### src/sqdb_pkg.sv
// Shared types and constants for the stack / queue / deque buffer.
// No dependencies; used by every other file of the block.
package sqdb_pkg;

    localparam int DEPTH_DEFAULT = 16;

    localparam int FUNC_W   = 2;
    localparam int VALUE_W  = 32;
    localparam int STATUS_W = 2;
    localparam int TOTAL_W  = 5;
    localparam int APB_AW   = 3;
    localparam int APB_DW   = 32;

    localparam logic [FUNC_W-1:0] FUNC_ADD    = 2'd0;
    localparam logic [FUNC_W-1:0] FUNC_REMOVE = 2'd1;
    localparam logic [FUNC_W-1:0] FUNC_CLEAR  = 2'd2;
    localparam logic [FUNC_W-1:0] FUNC_DUMP   = 2'd3;

    localparam logic [STATUS_W-1:0] ST_DONE  = 2'd0;
    localparam logic [STATUS_W-1:0] ST_FULL  = 2'd1;
    localparam logic [STATUS_W-1:0] ST_EMPTY = 2'd2;
    localparam logic [STATUS_W-1:0] ST_ENTRY = 2'd3;

    localparam logic REG_ADD_AT_BACK    = 1'b0;
    localparam logic REG_REMOVE_AT_BACK = 1'b1;

    typedef struct packed {
        logic add_at_back;
        logic remove_at_back;
    } cfg_t;

    typedef struct packed {
        logic add;
        logic remove;
        logic clear;
        logic dump_start;
        logic rd_step;
        logic rd_clr;
    } dp_cmd_t;

    typedef struct packed {
        logic empty;
        logic full;
        logic walk_last;
    } dp_status_t;

endpackage

### src/sqdb_ifs.sv
// Valid/ready channel interfaces for operations and results.
// Depends on sqdb_pkg for field widths.
interface sqdb_op_if;
    logic                                valid;
    logic                                ready;
    logic [sqdb_pkg::FUNC_W-1:0]         func;
    logic signed [sqdb_pkg::VALUE_W-1:0] item_value;

    modport source (output valid, output func, output item_value, input ready);
    modport sink (input valid, input func, input item_value, output ready);
endinterface

interface sqdb_res_if;
    logic                                valid;
    logic                                ready;
    logic [sqdb_pkg::STATUS_W-1:0]       status;
    logic signed [sqdb_pkg::VALUE_W-1:0] result_value;
    logic [sqdb_pkg::TOTAL_W-1:0]        entry_total;
    logic                                last_of_run;

    modport source (output valid, output status, output result_value,
                    output entry_total, output last_of_run, input ready);
    modport sink (input valid, input status, input result_value,
                  input entry_total, input last_of_run, output ready);
endinterface

### src/sqdb_regs.sv
// APB configuration registers: add_at_back (index 0), remove_at_back (index 1).
// Depends on sqdb_pkg.
module sqdb_regs (
    input  logic                          clk,
    input  logic                          rst_n,
    input  logic                          psel,
    input  logic                          penable,
    input  logic                          pwrite,
    input  logic [sqdb_pkg::APB_AW-1:0]   paddr,
    input  logic [sqdb_pkg::APB_DW-1:0]   pwdata,
    output logic [sqdb_pkg::APB_DW-1:0]   prdata,
    output logic                          pready,
    output sqdb_pkg::cfg_t                cfg
);
    logic add_at_back_reg;
    logic remove_at_back_reg;
    logic wr_en;
    logic reg_sel;

    assign pready  = 1'b1;
    assign wr_en   = psel & penable & pwrite;
    assign reg_sel = paddr[2];

    always_ff @(posedge clk or negedge rst_n)
    begin
        if (!rst_n)
        begin
            add_at_back_reg    <= 1'b0;
            remove_at_back_reg <= 1'b0;
        end
        else if (wr_en)
        begin
            unique case (reg_sel)
                sqdb_pkg::REG_ADD_AT_BACK:    add_at_back_reg    <= pwdata[0];
                sqdb_pkg::REG_REMOVE_AT_BACK: remove_at_back_reg <= pwdata[0];
                default:                      add_at_back_reg    <= add_at_back_reg;
            endcase
        end
    end

    always_comb
    begin
        prdata = '0;
        unique case (reg_sel)
            sqdb_pkg::REG_ADD_AT_BACK:    prdata[0] = add_at_back_reg;
            sqdb_pkg::REG_REMOVE_AT_BACK: prdata[0] = remove_at_back_reg;
            default:                      prdata    = '0;
        endcase
    end

    assign cfg.add_at_back    = add_at_back_reg;
    assign cfg.remove_at_back = remove_at_back_reg;

endmodule

### src/sqdb_dp.sv
// Datapath: ring memory, front pointer, entry count, dump walker.
// Depends on sqdb_pkg; driven by sqdb_ctrl commands.
module sqdb_dp #(
    parameter int DEPTH = sqdb_pkg::DEPTH_DEFAULT
) (
    input  logic                                clk,
    input  logic                                rst_n,
    input  sqdb_pkg::cfg_t                      cfg,
    input  sqdb_pkg::dp_cmd_t                   cmd,
    input  logic signed [sqdb_pkg::VALUE_W-1:0] item_value,
    output sqdb_pkg::dp_status_t                status,
    output logic signed [sqdb_pkg::VALUE_W-1:0] result_value,
    output logic [sqdb_pkg::TOTAL_W-1:0]        entry_total
);
    localparam int IDX_W = $clog2(DEPTH);
    localparam int CNT_W = $clog2(DEPTH + 1);
    localparam int SUM_W = CNT_W + 1;
    localparam logic [IDX_W-1:0] LAST_IDX = IDX_W'(DEPTH - 1);
    localparam logic [SUM_W-1:0] DEPTH_S  = SUM_W'(DEPTH);

    logic signed [sqdb_pkg::VALUE_W-1:0] mem [DEPTH];
    logic signed [sqdb_pkg::VALUE_W-1:0] rd_data_reg;

    logic [IDX_W-1:0] front_reg;
    logic [CNT_W-1:0] count_reg;
    logic [IDX_W-1:0] walk_ptr_reg;
    logic [CNT_W-1:0] walk_left_reg;

    logic [IDX_W-1:0] front_inc;
    logic [IDX_W-1:0] front_dec;
    logic [IDX_W-1:0] walk_inc;
    logic [IDX_W-1:0] walk_dec;
    logic [SUM_W-1:0] back_sum;
    logic [SUM_W-1:0] tail_sum;
    logic [IDX_W-1:0] back_pos;
    logic [IDX_W-1:0] tail_pos;
    logic [IDX_W-1:0] wr_addr;

    assign front_inc = (front_reg == LAST_IDX) ? '0 : front_reg + 1'b1;
    assign front_dec = (front_reg == '0) ? LAST_IDX : front_reg - 1'b1;
    assign walk_inc  = (walk_ptr_reg == LAST_IDX) ? '0 : walk_ptr_reg + 1'b1;
    assign walk_dec  = (walk_ptr_reg == '0) ? LAST_IDX : walk_ptr_reg - 1'b1;

    assign back_sum = SUM_W'(front_reg) + SUM_W'(count_reg);
    assign tail_sum = back_sum - 1'b1;
    assign back_pos = (back_sum >= DEPTH_S) ? IDX_W'(back_sum - DEPTH_S) : IDX_W'(back_sum);
    assign tail_pos = (tail_sum >= DEPTH_S) ? IDX_W'(tail_sum - DEPTH_S) : IDX_W'(tail_sum);
    assign wr_addr  = cfg.add_at_back ? back_pos : front_dec;

    always_ff @(posedge clk or negedge rst_n)
    begin
        if (!rst_n)
        begin
            front_reg     <= '0;
            count_reg     <= '0;
            walk_ptr_reg  <= '0;
            walk_left_reg <= '0;
        end
        else
        begin
            if (cmd.clear)
            begin
                front_reg <= '0;
                count_reg <= '0;
            end
            else if (cmd.add)
            begin
                if (!cfg.add_at_back)
                begin
                    front_reg <= front_dec;
                end
                count_reg <= count_reg + 1'b1;
            end
            else if (cmd.remove)
            begin
                if (!cfg.remove_at_back)
                begin
                    front_reg <= front_inc;
                end
                count_reg <= count_reg - 1'b1;
            end

            if (cmd.dump_start)
            begin
                walk_ptr_reg  <= cfg.add_at_back ? tail_pos : front_reg;
                walk_left_reg <= count_reg;
            end
            else if (cmd.rd_step)
            begin
                walk_ptr_reg  <= cfg.add_at_back ? walk_dec : walk_inc;
                walk_left_reg <= walk_left_reg - 1'b1;
            end
        end
    end

    always_ff @(posedge clk)
    begin
        if (cmd.add)
        begin
            mem[wr_addr] <= item_value;
        end
        if (cmd.rd_clr)
        begin
            rd_data_reg <= '0;
        end
        else if (cmd.rd_step)
        begin
            rd_data_reg <= mem[walk_ptr_reg];
        end
    end

    assign status.empty     = (count_reg == '0);
    assign status.full      = (count_reg == CNT_W'(DEPTH));
    assign status.walk_last = (walk_left_reg == CNT_W'(1));
    assign result_value     = rd_data_reg;
    assign entry_total      = sqdb_pkg::TOTAL_W'(count_reg);

    a_count_bound: assert property (@(posedge clk) disable iff (!rst_n)
        count_reg <= CNT_W'(DEPTH))
        else $error("entry count above depth");

    a_no_add_full: assert property (@(posedge clk) disable iff (!rst_n)
        cmd.add |-> !status.full)
        else $error("add issued on full store");

    a_walk_left: assert property (@(posedge clk) disable iff (!rst_n)
        cmd.rd_step |-> walk_left_reg != '0)
        else $error("dump read past last entry");

    a_add_count: assert property (@(posedge clk) disable iff (!rst_n)
        cmd.add && !cmd.clear |=> count_reg == $past(count_reg) + 1'b1)
        else $error("add did not bump count");

endmodule

### src/sqdb_ctrl.sv
// Control FSM: decodes operations, sequences dump reads, holds result status.
// Depends on sqdb_pkg; commands sqdb_dp.
module sqdb_ctrl (
    input  logic                           clk,
    input  logic                           rst_n,
    input  logic                           op_valid,
    output logic                           op_ready,
    input  logic [sqdb_pkg::FUNC_W-1:0]    func,
    output logic                           res_valid,
    input  logic                           res_ready,
    output logic [sqdb_pkg::STATUS_W-1:0]  status,
    output logic                           last_of_run,
    input  sqdb_pkg::dp_status_t           dp_status,
    output sqdb_pkg::dp_cmd_t              cmd
);
    typedef enum logic [1:0] {
        S_IDLE,
        S_RESP,
        S_DUMP_RD,
        S_DUMP_OUT
    } state_t;

    state_t                        state_reg;
    logic [sqdb_pkg::STATUS_W-1:0] status_reg;
    logic                          last_reg;
    logic                          accept;
    logic                          dump_go;

    assign op_ready    = (state_reg == S_IDLE);
    assign accept      = op_valid & op_ready;
    assign dump_go     = (func == sqdb_pkg::FUNC_DUMP) & !dp_status.empty;
    assign res_valid   = (state_reg == S_RESP) || (state_reg == S_DUMP_OUT);
    assign status      = status_reg;
    assign last_of_run = last_reg;

    always_comb
    begin
        cmd = '0;
        unique case (state_reg)
            S_IDLE:
            begin
                if (accept)
                begin
                    cmd.rd_clr = !dump_go;
                    unique case (func)
                        sqdb_pkg::FUNC_ADD:    cmd.add        = !dp_status.full;
                        sqdb_pkg::FUNC_REMOVE: cmd.remove     = !dp_status.empty;
                        sqdb_pkg::FUNC_CLEAR:  cmd.clear      = 1'b1;
                        sqdb_pkg::FUNC_DUMP:   cmd.dump_start = !dp_status.empty;
                        default:               cmd.clear      = 1'b0;
                    endcase
                end
            end
            S_DUMP_RD:  cmd.rd_step = 1'b1;
            S_DUMP_OUT: cmd.rd_step = res_ready & !last_reg;
            default:    cmd = '0;
        endcase
    end

    always_ff @(posedge clk or negedge rst_n)
    begin
        if (!rst_n)
        begin
            state_reg  <= S_IDLE;
            status_reg <= sqdb_pkg::ST_DONE;
            last_reg   <= 1'b0;
        end
        else
        begin
            unique case (state_reg)
                S_IDLE:
                begin
                    if (accept)
                    begin
                        last_reg  <= 1'b1;
                        state_reg <= dump_go ? S_DUMP_RD : S_RESP;
                        unique case (func)
                            sqdb_pkg::FUNC_ADD:
                                status_reg <= dp_status.full ? sqdb_pkg::ST_FULL
                                                             : sqdb_pkg::ST_DONE;
                            sqdb_pkg::FUNC_REMOVE:
                                status_reg <= dp_status.empty ? sqdb_pkg::ST_EMPTY
                                                              : sqdb_pkg::ST_DONE;
                            sqdb_pkg::FUNC_CLEAR:
                                status_reg <= sqdb_pkg::ST_DONE;
                            sqdb_pkg::FUNC_DUMP:
                                status_reg <= dp_status.empty ? sqdb_pkg::ST_EMPTY
                                                              : sqdb_pkg::ST_ENTRY;
                            default:
                                status_reg <= sqdb_pkg::ST_DONE;
                        endcase
                    end
                end
                S_RESP:
                begin
                    if (res_ready)
                    begin
                        state_reg <= S_IDLE;
                    end
                end
                S_DUMP_RD:
                begin
                    last_reg  <= dp_status.walk_last;
                    state_reg <= S_DUMP_OUT;
                end
                S_DUMP_OUT:
                begin
                    if (res_ready)
                    begin
                        if (last_reg)
                        begin
                            state_reg <= S_IDLE;
                        end
                        else
                        begin
                            last_reg <= dp_status.walk_last;
                        end
                    end
                end
                default: state_reg <= S_IDLE;
            endcase
        end
    end

    a_one_side: assert property (@(posedge clk) disable iff (!rst_n)
        !(op_ready && res_valid))
        else $error("input taken while result pending");

    a_dump_status: assert property (@(posedge clk) disable iff (!rst_n)
        state_reg == S_DUMP_OUT |-> status_reg == sqdb_pkg::ST_ENTRY)
        else $error("dump beat without entry status");

    a_step_on_ready: assert property (@(posedge clk) disable iff (!rst_n)
        cmd.rd_step && state_reg == S_DUMP_OUT |-> res_ready && !last_reg)
        else $error("dump read advanced without beat taken");

endmodule

### src/stack_queue_deque_buffer_top.sv
// Top level of the stack / queue / deque buffer.
// Depends on sqdb_pkg, sqdb_ifs, sqdb_regs, sqdb_ctrl, sqdb_dp.
//
// Bounded double-ended store of DEPTH signed 32-bit words, used as a stack or
// a queue by the add_at_back / remove_at_back registers. One operation is in
// flight at a time. Add, remove and clear are taken in the idle state and give one
// result beat in the next cycle; the next operation is taken the cycle after
// that beat is accepted. A dump of n entries starts with a read setup state,
// then gives one entry per cycle while the sink is ready, paced by the single
// registered read port of the entry memory. No clearing pass runs after reset.
module stack_queue_deque_buffer_top #(
    parameter int DEPTH = sqdb_pkg::DEPTH_DEFAULT
) (
    input  logic                         clk,
    input  logic                         rst_n,
    sqdb_op_if.sink                      op_ch,
    sqdb_res_if.source                   res_ch,
    input  logic                         psel,
    input  logic                         penable,
    input  logic                         pwrite,
    input  logic [sqdb_pkg::APB_AW-1:0]  paddr,
    input  logic [sqdb_pkg::APB_DW-1:0]  pwdata,
    output logic [sqdb_pkg::APB_DW-1:0]  prdata,
    output logic                         pready
);
    sqdb_pkg::cfg_t       cfg;
    sqdb_pkg::dp_cmd_t    cmd;
    sqdb_pkg::dp_status_t dp_status;

    sqdb_regs u_regs (
        .clk     (clk),
        .rst_n   (rst_n),
        .psel    (psel),
        .penable (penable),
        .pwrite  (pwrite),
        .paddr   (paddr),
        .pwdata  (pwdata),
        .prdata  (prdata),
        .pready  (pready),
        .cfg     (cfg)
    );

    sqdb_ctrl u_ctrl (
        .clk         (clk),
        .rst_n       (rst_n),
        .op_valid    (op_ch.valid),
        .op_ready    (op_ch.ready),
        .func        (op_ch.func),
        .res_valid   (res_ch.valid),
        .res_ready   (res_ch.ready),
        .status      (res_ch.status),
        .last_of_run (res_ch.last_of_run),
        .dp_status   (dp_status),
        .cmd         (cmd)
    );

    sqdb_dp #(
        .DEPTH (DEPTH)
    ) u_dp (
        .clk          (clk),
        .rst_n        (rst_n),
        .cfg          (cfg),
        .cmd          (cmd),
        .item_value   (op_ch.item_value),
        .status       (dp_status),
        .result_value (res_ch.result_value),
        .entry_total  (res_ch.entry_total)
    );

endmodule

### src/flat_wrapper.sv
// flat-port wrapper written by rule: the top's interface ports become plain ports
module stack_queue_deque_buffer_top_flat 
#(
    parameter int DEPTH = sqdb_pkg::DEPTH_DEFAULT
)
  (clk, rst_n, psel, penable, pwrite, paddr, pwdata, prdata, pready, op_ch_valid, op_ch_func, op_ch_item_value, op_ch_ready, res_ch_valid, res_ch_status, res_ch_result_value, res_ch_entry_total, res_ch_last_of_run, res_ch_ready);
  sqdb_op_if op_ch_i ();
  sqdb_res_if res_ch_i ();
  input  logic clk;
  input  logic rst_n;
  input  logic psel;
  input  logic penable;
  input  logic pwrite;
  input  logic [sqdb_pkg::APB_AW-1:0] paddr;
  input  logic [sqdb_pkg::APB_DW-1:0] pwdata;
  output logic [sqdb_pkg::APB_DW-1:0] prdata;
  output logic pready;
  input wire logic [$bits(op_ch_i.valid)-1:0] op_ch_valid;
  input wire logic [$bits(op_ch_i.func)-1:0] op_ch_func;
  input wire logic [$bits(op_ch_i.item_value)-1:0] op_ch_item_value;
  output wire logic [$bits(op_ch_i.ready)-1:0] op_ch_ready;
  output wire logic [$bits(res_ch_i.valid)-1:0] res_ch_valid;
  output wire logic [$bits(res_ch_i.status)-1:0] res_ch_status;
  output wire logic [$bits(res_ch_i.result_value)-1:0] res_ch_result_value;
  output wire logic [$bits(res_ch_i.entry_total)-1:0] res_ch_entry_total;
  output wire logic [$bits(res_ch_i.last_of_run)-1:0] res_ch_last_of_run;
  input wire logic [$bits(res_ch_i.ready)-1:0] res_ch_ready;
  assign op_ch_i.valid = op_ch_valid;
  assign op_ch_i.func = op_ch_func;
  assign op_ch_i.item_value = op_ch_item_value;
  assign op_ch_ready = op_ch_i.ready;
  assign res_ch_valid = res_ch_i.valid;
  assign res_ch_status = res_ch_i.status;
  assign res_ch_result_value = res_ch_i.result_value;
  assign res_ch_entry_total = res_ch_i.entry_total;
  assign res_ch_last_of_run = res_ch_i.last_of_run;
  assign res_ch_i.ready = res_ch_ready;
  stack_queue_deque_buffer_top #(.DEPTH(DEPTH)) u_core (.clk(clk), .rst_n(rst_n), .op_ch(op_ch_i), .res_ch(res_ch_i), .psel(psel), .penable(penable), .pwrite(pwrite), .paddr(paddr), .pwdata(pwdata), .prdata(prdata), .pready(pready));
endmodule
### config.mk
export PLATFORM = sky130hd
export DESIGN_NAME = stack_queue_deque_buffer_top_flat
export DESIGN_NICKNAME = d
export VERILOG_FILES = /design/src/sqdb_pkg.sv /design/src/sqdb_ifs.sv /design/src/sqdb_regs.sv /design/src/sqdb_dp.sv /design/src/sqdb_ctrl.sv /design/src/stack_queue_deque_buffer_top.sv /design/src/flat_wrapper.sv
export SDC_FILE = /design/constraint.sdc
export NUM_CORES = 1
export LEC_CHECK = 0
export BUFFER_PORTS_ARGS = -buffer_cell sky130_fd_sc_hd__buf_2
export CORE_ASPECT_RATIO = 0.9
export CORE_MARGIN = 2
export CORE_UTILIZATION = 45
export DETAILED_ROUTE_END_ITERATION = 10
export PLACE_DENSITY = 0.67
export REMOVE_ABC_BUFFERS = 1
export SYNTH_ARGS = -nofsm -noshare
export SYNTH_HDL_FRONTEND = slang
export SYNTH_SLANG_ARGS = --single-unit
### constraint.sdc
create_clock -name clk -period 3.4 [get_ports clk]
set_input_delay 1.02 -clock clk [delete_from_list [all_inputs] [get_ports clk]]
set_output_delay 1.02 -clock clk [all_outputs]
set_load 0.01 [all_outputs]
Yosys cells after proc, flatten, opt, wreduce, memory -nomap -nowiden:

Memory sizes are Yosys's and may differ from the RTL's. A register that Yosys moved wholly into a read port is not among the register bits.
Cells that the tools add are included.

* register bits: 25
* bits of input ports: 76
* output and inout bits: 75
* memory bits (writable): 512
* memories: 1
* logic and storage cells: 111

Memory list
* u_core.u_dp.mem: depth 16, bits a word 32, read ports 1, clocked after memory_dff 1, wr ports 1, RTL line sqdb_dp.sv:21 `logic signed [sqdb_pkg::VALUE_W-1:0] mem [DEPTH];`

* equal/unequal tests: 16
* multiplexer cells: 47
* reduce and logical (&&, ||, !) cells: 19
* $lt $le $gt $ge: 2
* $add $sub $neg: 11
* bitwise operators: 6

Operator list (number)
* 4-bit two-way mux: 18
* 5-bit two-way mux: 5
* 2-bit case mux with 4 select lines: 2
* 4-bit by 1-bit subtractor with 4-bit output, second input constant: 4
* 1-bit two-way mux: 13
* 6-bit by 5-bit greater-or-equal comparator with 1-bit output, second input constant: 2
* 2-bit two-way mux: 6
* 5-bit by 1-bit subtractor with 5-bit output, second input constant: 2
* 4-bit by 1-bit adder with 4-bit output, second input constant: 2
* 2-bit equality test, second input constant: 4
* 4-bit equality test, second input constant: 2
* 4-bit logical NOT: 2
* 4-bit by 5-bit adder with 6-bit output: 1
* 2-bit inequality test, second input constant: 3
* 2-bit AND reduction: 3
* 3-bit AND reduction: 2
* 3-bit nonzero test: 2
* 6-bit by 1-bit subtractor with 6-bit output, second input constant: 1
* 5-bit by 1-bit adder with 5-bit output, second input constant: 1
* 1-bit AND: 5
* 5-bit by 1-bit equality test with 1-bit output, second input constant: 1
* 5-bit equality test, second input constant: 1
* 5-bit logical NOT: 1
* 2-bit by 1-bit equality test with 1-bit output, second input constant: 2
* 11 further kinds: 16

Logic depth before layout (Yosys ltp):

Gate-level depths: netlist (run 1).

* depth in word-level cells: 8
* mapped depth: 11
* gate-level depth less buffers: 9

Hierarchy:

From an unflattened synthesis (run 1), not the netlist that was laid out.

* cells, all modules: 1193
* area total of the unflattened synthesis: 22607.9 µm²

By module, submodules not included
* sqdb_dp: sequential area each 16465.8 µm², times used 1, cells each 1113, area each 21898.5 µm²
* sqdb_regs: sequential area each 50.0 µm², times used 1, cells each 43, area each 361.6 µm²
* sqdb_ctrl: sequential area each 125.1 µm², times used 1, cells each 37, area each 347.8 µm²

Least setup slack after synthesis (run 1):

OpenSTA, ideal clock, no wires.

* path type: input to register
* start: input port op_ch_valid
* end: memory u_core.u_dp.mem[7][0] in the netlist's numbering, enable pin
* path buffers: 1
* stages: 5
* data required time: 2.979 ns
* data arrival time: 3.635 ns
* path slack: -0.656 ns
* library setup time: 0.421 ns
* path through: or3b_1 -> buf_6 -> a2111oi_4 -> nand3_1 -> nor2_1

* word-level cells in the longest chain between the ends: 5

Ends and longest elaborated chain
* start, declared: RTL line flat_wrapper.sv:18 `input wire logic [$bits(op_ch_i.valid)-1:0] op_ch_valid;`
* 1-bit AND: RTL line sqdb_ctrl.sv:30 `assign accept = op_valid & op_ready;`
* 4-bit two-way mux: RTL line sqdb_ctrl.sv:42 `if (accept)`
* 4-bit two-way mux: RTL line sqdb_ctrl.sv:39 `unique case (state_reg)`
* 1-bit two-way mux: RTL line sqdb_dp.sv:98 `if (cmd.add)`
* 1-bit two-way mux (implied by the code): RTL line sqdb_dp.sv:100 `mem[wr_addr] <= item_value;`
* end, declared: RTL line sqdb_dp.sv:21

Every way passes these cells.

Final worst setup path (run 1):

* start: register u_core.u_ctrl.state_reg[0]
* end: register u_core.u_dp.count_reg[4] (netlist: u_core.u_dp.entry_total[4])

* word-level cells in the longest chain between the ends: 6
* elaborated cells on any way between the ends: 7
* classes of those cells: mux (4); bitwise (1); reduce/logical (2)

Ends and longest elaborated chain
* start, declared: RTL line sqdb_ctrl.sv:23 `state_t state_reg;`
* start signal, assigned: RTL line sqdb_ctrl.sv:76 `state_reg <= dump_go ? S_DUMP_RD : S_RESP;`
* 2-bit logical NOT (*): RTL line sqdb_ctrl.sv:29, sqdb_ctrl.sv:39
* 1-bit AND: RTL line sqdb_ctrl.sv:30
* 4-bit two-way mux: RTL line sqdb_ctrl.sv:42
* 4-bit two-way mux (*): RTL line sqdb_ctrl.sv:39
* 5-bit two-way mux: RTL line sqdb_dp.sv:66 `else if (cmd.add)`
* 5-bit two-way mux: RTL line sqdb_dp.sv:61 `if (cmd.clear)`
* end signal, assigned: RTL line sqdb_dp.sv:72 `count_reg <= count_reg + 1'b1;`
* end signal, assigned: RTL line sqdb_dp.sv:80 `count_reg <= count_reg - 1'b1;`
* end, declared: RTL line sqdb_dp.sv:25 `logic [CNT_W-1:0] count_reg;`

Every way passes the cells marked *; elsewhere a longest branch is shown, timed or not.
A chain may end at the register's enable or synchronous reset.

==> flow_summary.yaml, run 1 <==
synthesis:
  synth_edf_count: 512
  syn_inst: 1157
  synth_top_area_frac: 0.678
  ys_types: 66
  yosysSeqAreaShare: 0.734
  synth_area_leaders: "edfxtp_1 68%, mux4_2 13%, mux2i_1 3.0%, dfxtp_1 2.8%, dfrtp_1 2.8%"
  yosys.area.top_type: "edfxtp_1"
  yosys_warnings: 0
  ys_ff_latch: 569
  async_flop_share: 0.0439
  syn_area_per_cell_um2: 19.6
  synth_ff_type: "edfxtp_1"
  synth_area_um2: 22700
layout:
  layout.nets: 1401
  final_layout_size_suffix_gt1_frac: 0.294
  antennaDiodeCount: 0
  area_growth_pct: 15.8
  top_register: "u_core.u_dp.mem"
  largest_register_ffs: 512
  post_layout_nonfiller_instances: 2037
  final_area_um2: 26300
  fillers: 3935
  fin_util: 0.525
setup_path:
  crit_path_max_fanout: 12
  r2r_slack_ns: 0.45
  crit_chain: "or3b_1, a2111oi_4, inv_2, ha_1, a21o_1, a21oi_1, or4_2, a31oi_1, a21o_1"
  startpoint_type: "register"
  worst_r2r_startpoint: "u_core.u_ctrl.state_reg[0]$_DFFE_PN0P_"
  cpPeakStageDelay_ns: 0.54
  cp.arrival_ns: 3.49
  worstPathRequired_ns: 3.94
  cp_common_cell: "a21o_1"
  critPathBufInv: 1
  r2r_end: "u_core.u_dp.entry_total[4]$_DFFE_PN0P_"
  ff2ff_path_depth: 9
  endpoint_kind: "register"
  path_class: "register to register"
  critPathTopFamily: "simple AND/OR/NAND/NOR gates"
  cp_slowest_cell: "or4_2"
grt:
  grt_pass1_vias: 11700
  antenna_found_initial: 1
  grtUsageTotal: 0.190
  grt_pass1_wl_um: 73100
  grt_max_degree: 65
  grt-ovfl-total: 0
timing:
  hold_viol_final: 0
  fin_crit_ns: 2.95
  fin_crit_sh: 0.869
  max_freq_mhz: 339
  slew_viol_final: 0
  finalSetupViolations: 0
  rsz0062_at_grt: "no"
  tightestPinTransition_ns: 0.996
  slew-limit-headroom: 0.336
  fin_worst_skew_ns: 0.0212
place:
  place_congestion: 0.797
  io_buffers: 85
  post-place-cells: 1928
  dp_hpwl_um: 27000
  placed_cell_area_um2: 24500
clocking:
  clkTransAtPathRegs_ns: 0.06
  ctsLongestPathBuffers: 3
  cts_tree: "built"
  cts_sinks: 569
  numCtsBuffers: 58
  cts_resized: 0
  cts-hold-fix-buffers: 0
  cts_root_buffer: "clkbuf_16"
  post_cts_buffers: 0
  ctsHtreeMaxLevel: 2
  clk_latency_ns: 0.61
die:
  die_w_um: 241
  fp-row-count: 78
  core_um2: 50100
  dieHeight_um: 217
  fp.dieArea_um2: 52200
  io_pins: 151
  initial_core_util: 0.453
power:
  irDropWorstVdd_uv: 403
  power_uw: 20500
  powerDensity_nw_per_um2: 779
  p_leak_uw: 0.00913
worst_hold_path:
  hp-class: "input port to asynchronous set/reset pin"
drt:
  drc_errors: 0
  drtIter0Drc: 947
  drt-total-wl_um: 48300
  avgRoutedWirePerCell_um: 23.7
  num_vias: 11200
  ant_nets: 0
  vias_per_cell: 5.52
  detail_route.first_pass.iterations: 5
status:
  outcome: "completed"
flow_run:
  maxCapViolCount: 0
how the worst max path moves through the flow:
| stage | start | endpoint | slack, ns | cells after the start |
|---|---|---|---|---|
| final | u_core.u_ctrl.state_reg[0]$_DFFE_PN0P_ | u_core.u_dp.entry_total[4]$_DFFE_PN0P_ | 0.45 | 9 |
| after global routing | u_core.u_ctrl.state_reg[0]$_DFFE_PN0P_ | u_core.u_dp.entry_total[4]$_DFFE_PN0P_ | 0.25 | 9 |
| after CTS | u_core.u_ctrl.state_reg[0]$_DFFE_PN0P_ | u_core.u_dp.entry_total[4]$_DFFE_PN0P_ | 0.45 | 9 |
| after detailed placement | op_ch_valid | u_core.u_dp.entry_total[4]$_DFFE_PN0P_ | -0.08 | 10 |
| after global placement | op_ch_valid | u_core.u_dp.entry_total[4]$_DFFE_PN0P_ | -0.09 | 10 |
| after floorplan | u_core.u_dp.walk_ptr_reg[0]$_DFFE_PN0P_ | u_core.u_dp.walk_ptr_reg[0]$_DFFE_PN0P_ | -3.00 | 6 |
worst reg2reg max path, cell delays in order (launching register included):
cell and delay (ns):
dfrtp_1 0.51, or3b_1 0.47, a2111oi_4 0.40, inv_2 0.12, ha_1 0.32, a21o_1 0.11
a21oi_1 0.10, or4_2 0.54, a31oi_1 0.22, a21o_1 0.11
logic make-up (layout without fill, tap and decap cells):
kind of cell | Yosys count | after routing | synth area share
XOR/XNOR | 10 | 10 | 0.00386
buffers and inverters | 109 | 279 | 0.0252
multiplexers | 202 | 202 | 0.160
AO/OA/AOI/OAI | 146 | 146 | 0.0443
other | 2 | 32 | 0.000331
flip-flops | 569 | 569 | 0.734
adder cells (fa/ha/maj) | 17 | 17 | 0.0100
AND/OR/NAND/NOR | 102 | 102 | 0.0223
power by group:
part           leakage [uW]  internal [uW]  switching (uW)
logic               0.00309           2870            3080
registers           0.00517           8040             490
clock network      0.000873           3430            2540
total               0.00913          14300            6110
cell usage in the layout (no fill, tap or decap), drive strengths merged, types with 5 or more instances in the layout:
master  count
dfxtp      32
nor2       34
clkbuf     85
mux2        7
o211ai      5
o22ai      33
xnor2       8
nand2b      6
mux2i      67
a21o       38
edfxtp    512
nand2      25
inv        19
buf       153
ha         15
o21ai      23
dfrtp      25
a21oi      17
clkinv     20
nand3       9
mux4      128
conb       32
layer usage:
layer	global-route usage	share of wire	up-vias	wire, um
met1	0.269	0.43	5919	21000
met5	0	0.00027	-	13
met2	0.313	0.50	297	24000
met4	0.0379	0.013	2	624
met3	0.0320	0.055	54	2650
li1	-	-	4967	-
cell type report:
class | instances | area, um2 | share of cell area
Sequential cell | 569 | 16600 | 0.634
Timing Repair Buffer | 153 | 1200 | 0.0456
Multi-Input combinational cell | 509 | 5710 | 0.218
Clock inverter | 24 | 178 | 0.00676
Inverter | 17 | 66.3 | 0.00252
Tap cell | 680 | 851 | 0.0324
Clock buffer | 85 | 1610 | 0.0614
cell usage after synthesis (23+ instances only):
master,n
a21o_1,38
buf_4,32
clkbuf_1,38
dfrtp_1,25
dfxtp_1,32
edfxtp_1,512
mux2i_1,67
mux4_2,128
nand2_1,25
nor2_1,34
o21ai_0,23
o22ai_1,33
per-stage QoR:
step / setup slack [ns] / hold slack [ns] / setup TNS, ns
after floorplan: -3.00 / 0.479 / -441.74
after global placement: -0.0919 / 0.429 / -0.0919
after detailed placement: -0.0806 / 0.434 / -0.0806
after CTS: 0.451 / 0.433 / 0
after global routing: 0.245 / 0.461 / 0
final: 0.446 / 0.443 / 0
No activity file was read; power rests on OpenSTA's default activity.
==> run 2: changes to the inputs <==
ABC_AREA = 1   (was not set)
GPL_ROUTABILITY_DRIVEN = 1   (was not set)
PLACE_DENSITY = 0.66   (was 0.67)
==> run 2 against run 1 <==
Effect of this change: non-clock buffer count down 9; routed wire length up 14%; critical path depth down 1; sequential power about the same; sequential share of layout area down 1.1 points; power up 5.9%.
==> flow_summary.yaml, run 2 <==
synthesis:
  ys_types: 41
  yosys_warnings: 0
  synth-simple-area-share: 0.130
  synthAdderAreaFrac: 0.00969
  synth_area_um2: 23500
  synth_top_area_frac: 0.654
  yosysSeqAreaShare: 0.708
  synth-compound-area-share: 0.102
  synth_top_family_by_area: "simple AND/OR/NAND/NOR gates"
  synth_area_leaders: "edfxtp_1 65%, nor2_1 6.3%, o21ai_0 4.6%, nand2_1 3.5%, dfxtp_1 2.7%"
  async_flop_share: 0.0439
  synth_edf_count: 512
  ys_ff_latch: 569
  yosys-top-cells-count: "512 x edfxtp_1, 397 x nor2_1, 218 x nand2_1"
  yosysMostFrequentCell: "edfxtp_1"
  synth_ff_type: "edfxtp_1"
  syn_inst: 2011
  synth_mux_area_frac: 0.000426
  syn_area_per_cell_um2: 11.7
  synth_xor_xnor_area_share: 0.00298
  yosys.area.top_type: "edfxtp_1"
timing:
  hold_viol_final: 0
  fin_crit_ns: 3.04
  tightestPinTransition_ns: 0.748
  fin_crit_sh: 0.893
  slew-limit-headroom: 0.502
  fin_worst_skew_ns: 0.0299
  rsz0062_at_grt: "no"
  slew_viol_final: 0
  finalSetupViolations: 0
  max_freq_mhz: 329
place:
  post-place-cells: 2725
  io_buffers: 85
  placed_cell_area_um2: 24900
  dp_hpwl_um: 31100
  place_congestion: 0.818
drt:
  drt-total-wl_um: 54900
  ant_nets: 0
  drc_errors: 0
  avgRoutedWirePerCell_um: 19.4
  num_vias: 15400
  drtIter0Drc: 1521
  detail_route.first_pass.iterations: 7
  vias_per_cell: 5.43
die:
  dieHeight_um: 221
  core_um2: 51700
  fp-row-count: 79
  die_w_um: 245
  initial_core_util: 0.455
  io_pins: 151
  fp.dieArea_um2: 54100
layout:
  post_layout_nonfiller_instances: 2833
  layout.nets: 2189
  largest_register_ffs: 512
  top_register: "u_core.u_dp.mem"
  final_common_cell: "edfxtp_1"
  antennaDiodeCount: 0
  final_cell_mix: "512 x edfxtp_1, 380 x nor2_1, 218 x nand2_1"
  final_layout_size_suffix_gt1_frac: 0.128
  area_growth_pct: 13.8
  final_area_um2: 26700
clocking:
  cts_tree: "built"
  ctsHtreeMaxLevel: 2
  clkTransAtPathRegs_ns: 0.06
  cts_sinks: 569
  numCtsBuffers: 57
  cts_root_buffer: "clkbuf_16"
  ctsLongestPathBuffers: 3
  clk_latency_ns: 0.62
  cts_resized: 0
  post_cts_buffers: 0
  cts-hold-fix-buffers: 0
power:
  power_uw: 21700
  powerDensity_nw_per_um2: 810
  p_leak_uw: 0.00943
  irDropWorstVdd_uv: 459
grt:
  grt_pass1_wl_um: 85000
  grtUsageTotal: 0.202
  grt_pass1_vias: 14700
  grt-ovfl-total: 0
  antenna_found_initial: 2
  grt_max_degree: 119
setup_path:
  endpoint_kind: "register"
  path_class: "register to register"
  startpoint_type: "register"
  worstPathRequired_ns: 3.66
  crit_path_max_fanout: 18
  cp.arrival_ns: 3.30
flow_run:
  maxCapViolCount: 0
status:
  outcome: "completed"
worst_hold_path:
  hp-class: "input port to asynchronous set/reset pin"
[run 2: cell count changes in the layout (fill, tap and decap cells not counted), sizes merged, moves of 15 or more]
| cell | previous run | this run |
|---|---|---|
| nand2 | 25 | 220 |
| mux2i | 67 | 1 |
| o21ai | 23 | 292 |
| nand3 | 9 | 124 |
| a21oi | 17 | 77 |
| nor2 | 34 | 402 |
| inv | 19 | 64 |
| o211ai | 5 | 52 |
| mux4 | 128 | 0 |
| a21o | 38 | 0 |
| o22ai | 33 | 18 |
[run 2: area by class of cell]
cell class              instances  area [um2]
clock inverters                27         226
inverters                      62         239
flip-flops and latches        569       16700
repair buffers                144        1090
fillers                      4330       25000
multi-input cells            1262        6020
well taps                     688         861
clock buffers                  81        1660
[run 2: cells by family after synthesis]
group	after synthesis
multiplexers	1
flip-flops	569
AND/OR/NAND/NOR	759
other	2
AO/OA/AOI/OAI	445
XOR/XNOR	8
adder cells (fa/ha/maj)	17
buffers and inverters	210
[run 2: final timing paths]
kind / from / endpoint / slack (ns) / cells after the start
hold reg to reg: u_core.u_ctrl.status[1]$_DFFE_PN0P_ / u_core.u_ctrl.status[1]$_DFFE_PN0P_ / 0.53 / 2
min in group clk: u_core.u_ctrl.status[1]$_DFFE_PN0P_ / u_core.u_ctrl.status[1]$_DFFE_PN0P_ / 0.53 / 2
setup reg to reg: u_core.u_dp.entry_total[0]$_DFFE_PN0P_ / u_core.u_dp.mem[5][16]$_DFFE_PP_ / 0.36 / 8
max in group asynchronous: rst_n / u_core.u_dp.walk_ptr_reg[0]$_DFFE_PN0P_ / 2.55 / 1
hold / removal: rst_n / u_core.u_ctrl.state_reg[0]$_DFFE_PN0P_ / 0.40 / 1
setup / recovery: u_core.u_dp.entry_total[0]$_DFFE_PN0P_ / u_core.u_dp.mem[5][16]$_DFFE_PP_ / 0.36 / 8
[run 2: metrics by stage]
step | hold slack [ns] | utilization | setup slack, ns | setup TNS, ns
2_1_floorplan | 0.493 | - | -5.39 | -281.96
3_5_place_dp | 0.521 | 0.481 | 0.374 | 0
4_1_cts | 0.400 | 0.517 | 0.332 | 0
6_report | 0.400 | 0.517 | 0.364 | 0
5_1_grt | 0.449 | 0.517 | 0.0926 | 0
3_3_place_gp | 0.503 | 0.481 | 0.438 | 0
[run 2: power by group]
part           switching, uW  internal, uW
Combinational           4660          2230
Clock                   2600          3620
Sequential               503          8050
Total                   7760         13900
[run 2: layer usage]
metal	up-vias	track usage	wire, um
li1	7238	-	-
met1	7535	0.293	24800
met2	524	0.314	25300
met3	87	0.0326	3610
met4	4	0.0616	1170
met5	-	0	17
[run 2: worst max-delay path: stages (launching register included)]
cell and delay, ns:
dfrtp_1 0.48, ha_1 0.21, inv_1 0.05, fa_1 0.40
xor2_1 0.20, o21ai_0 0.44, nand2_1 0.37, nor2_4 0.17
buf_4 0.32
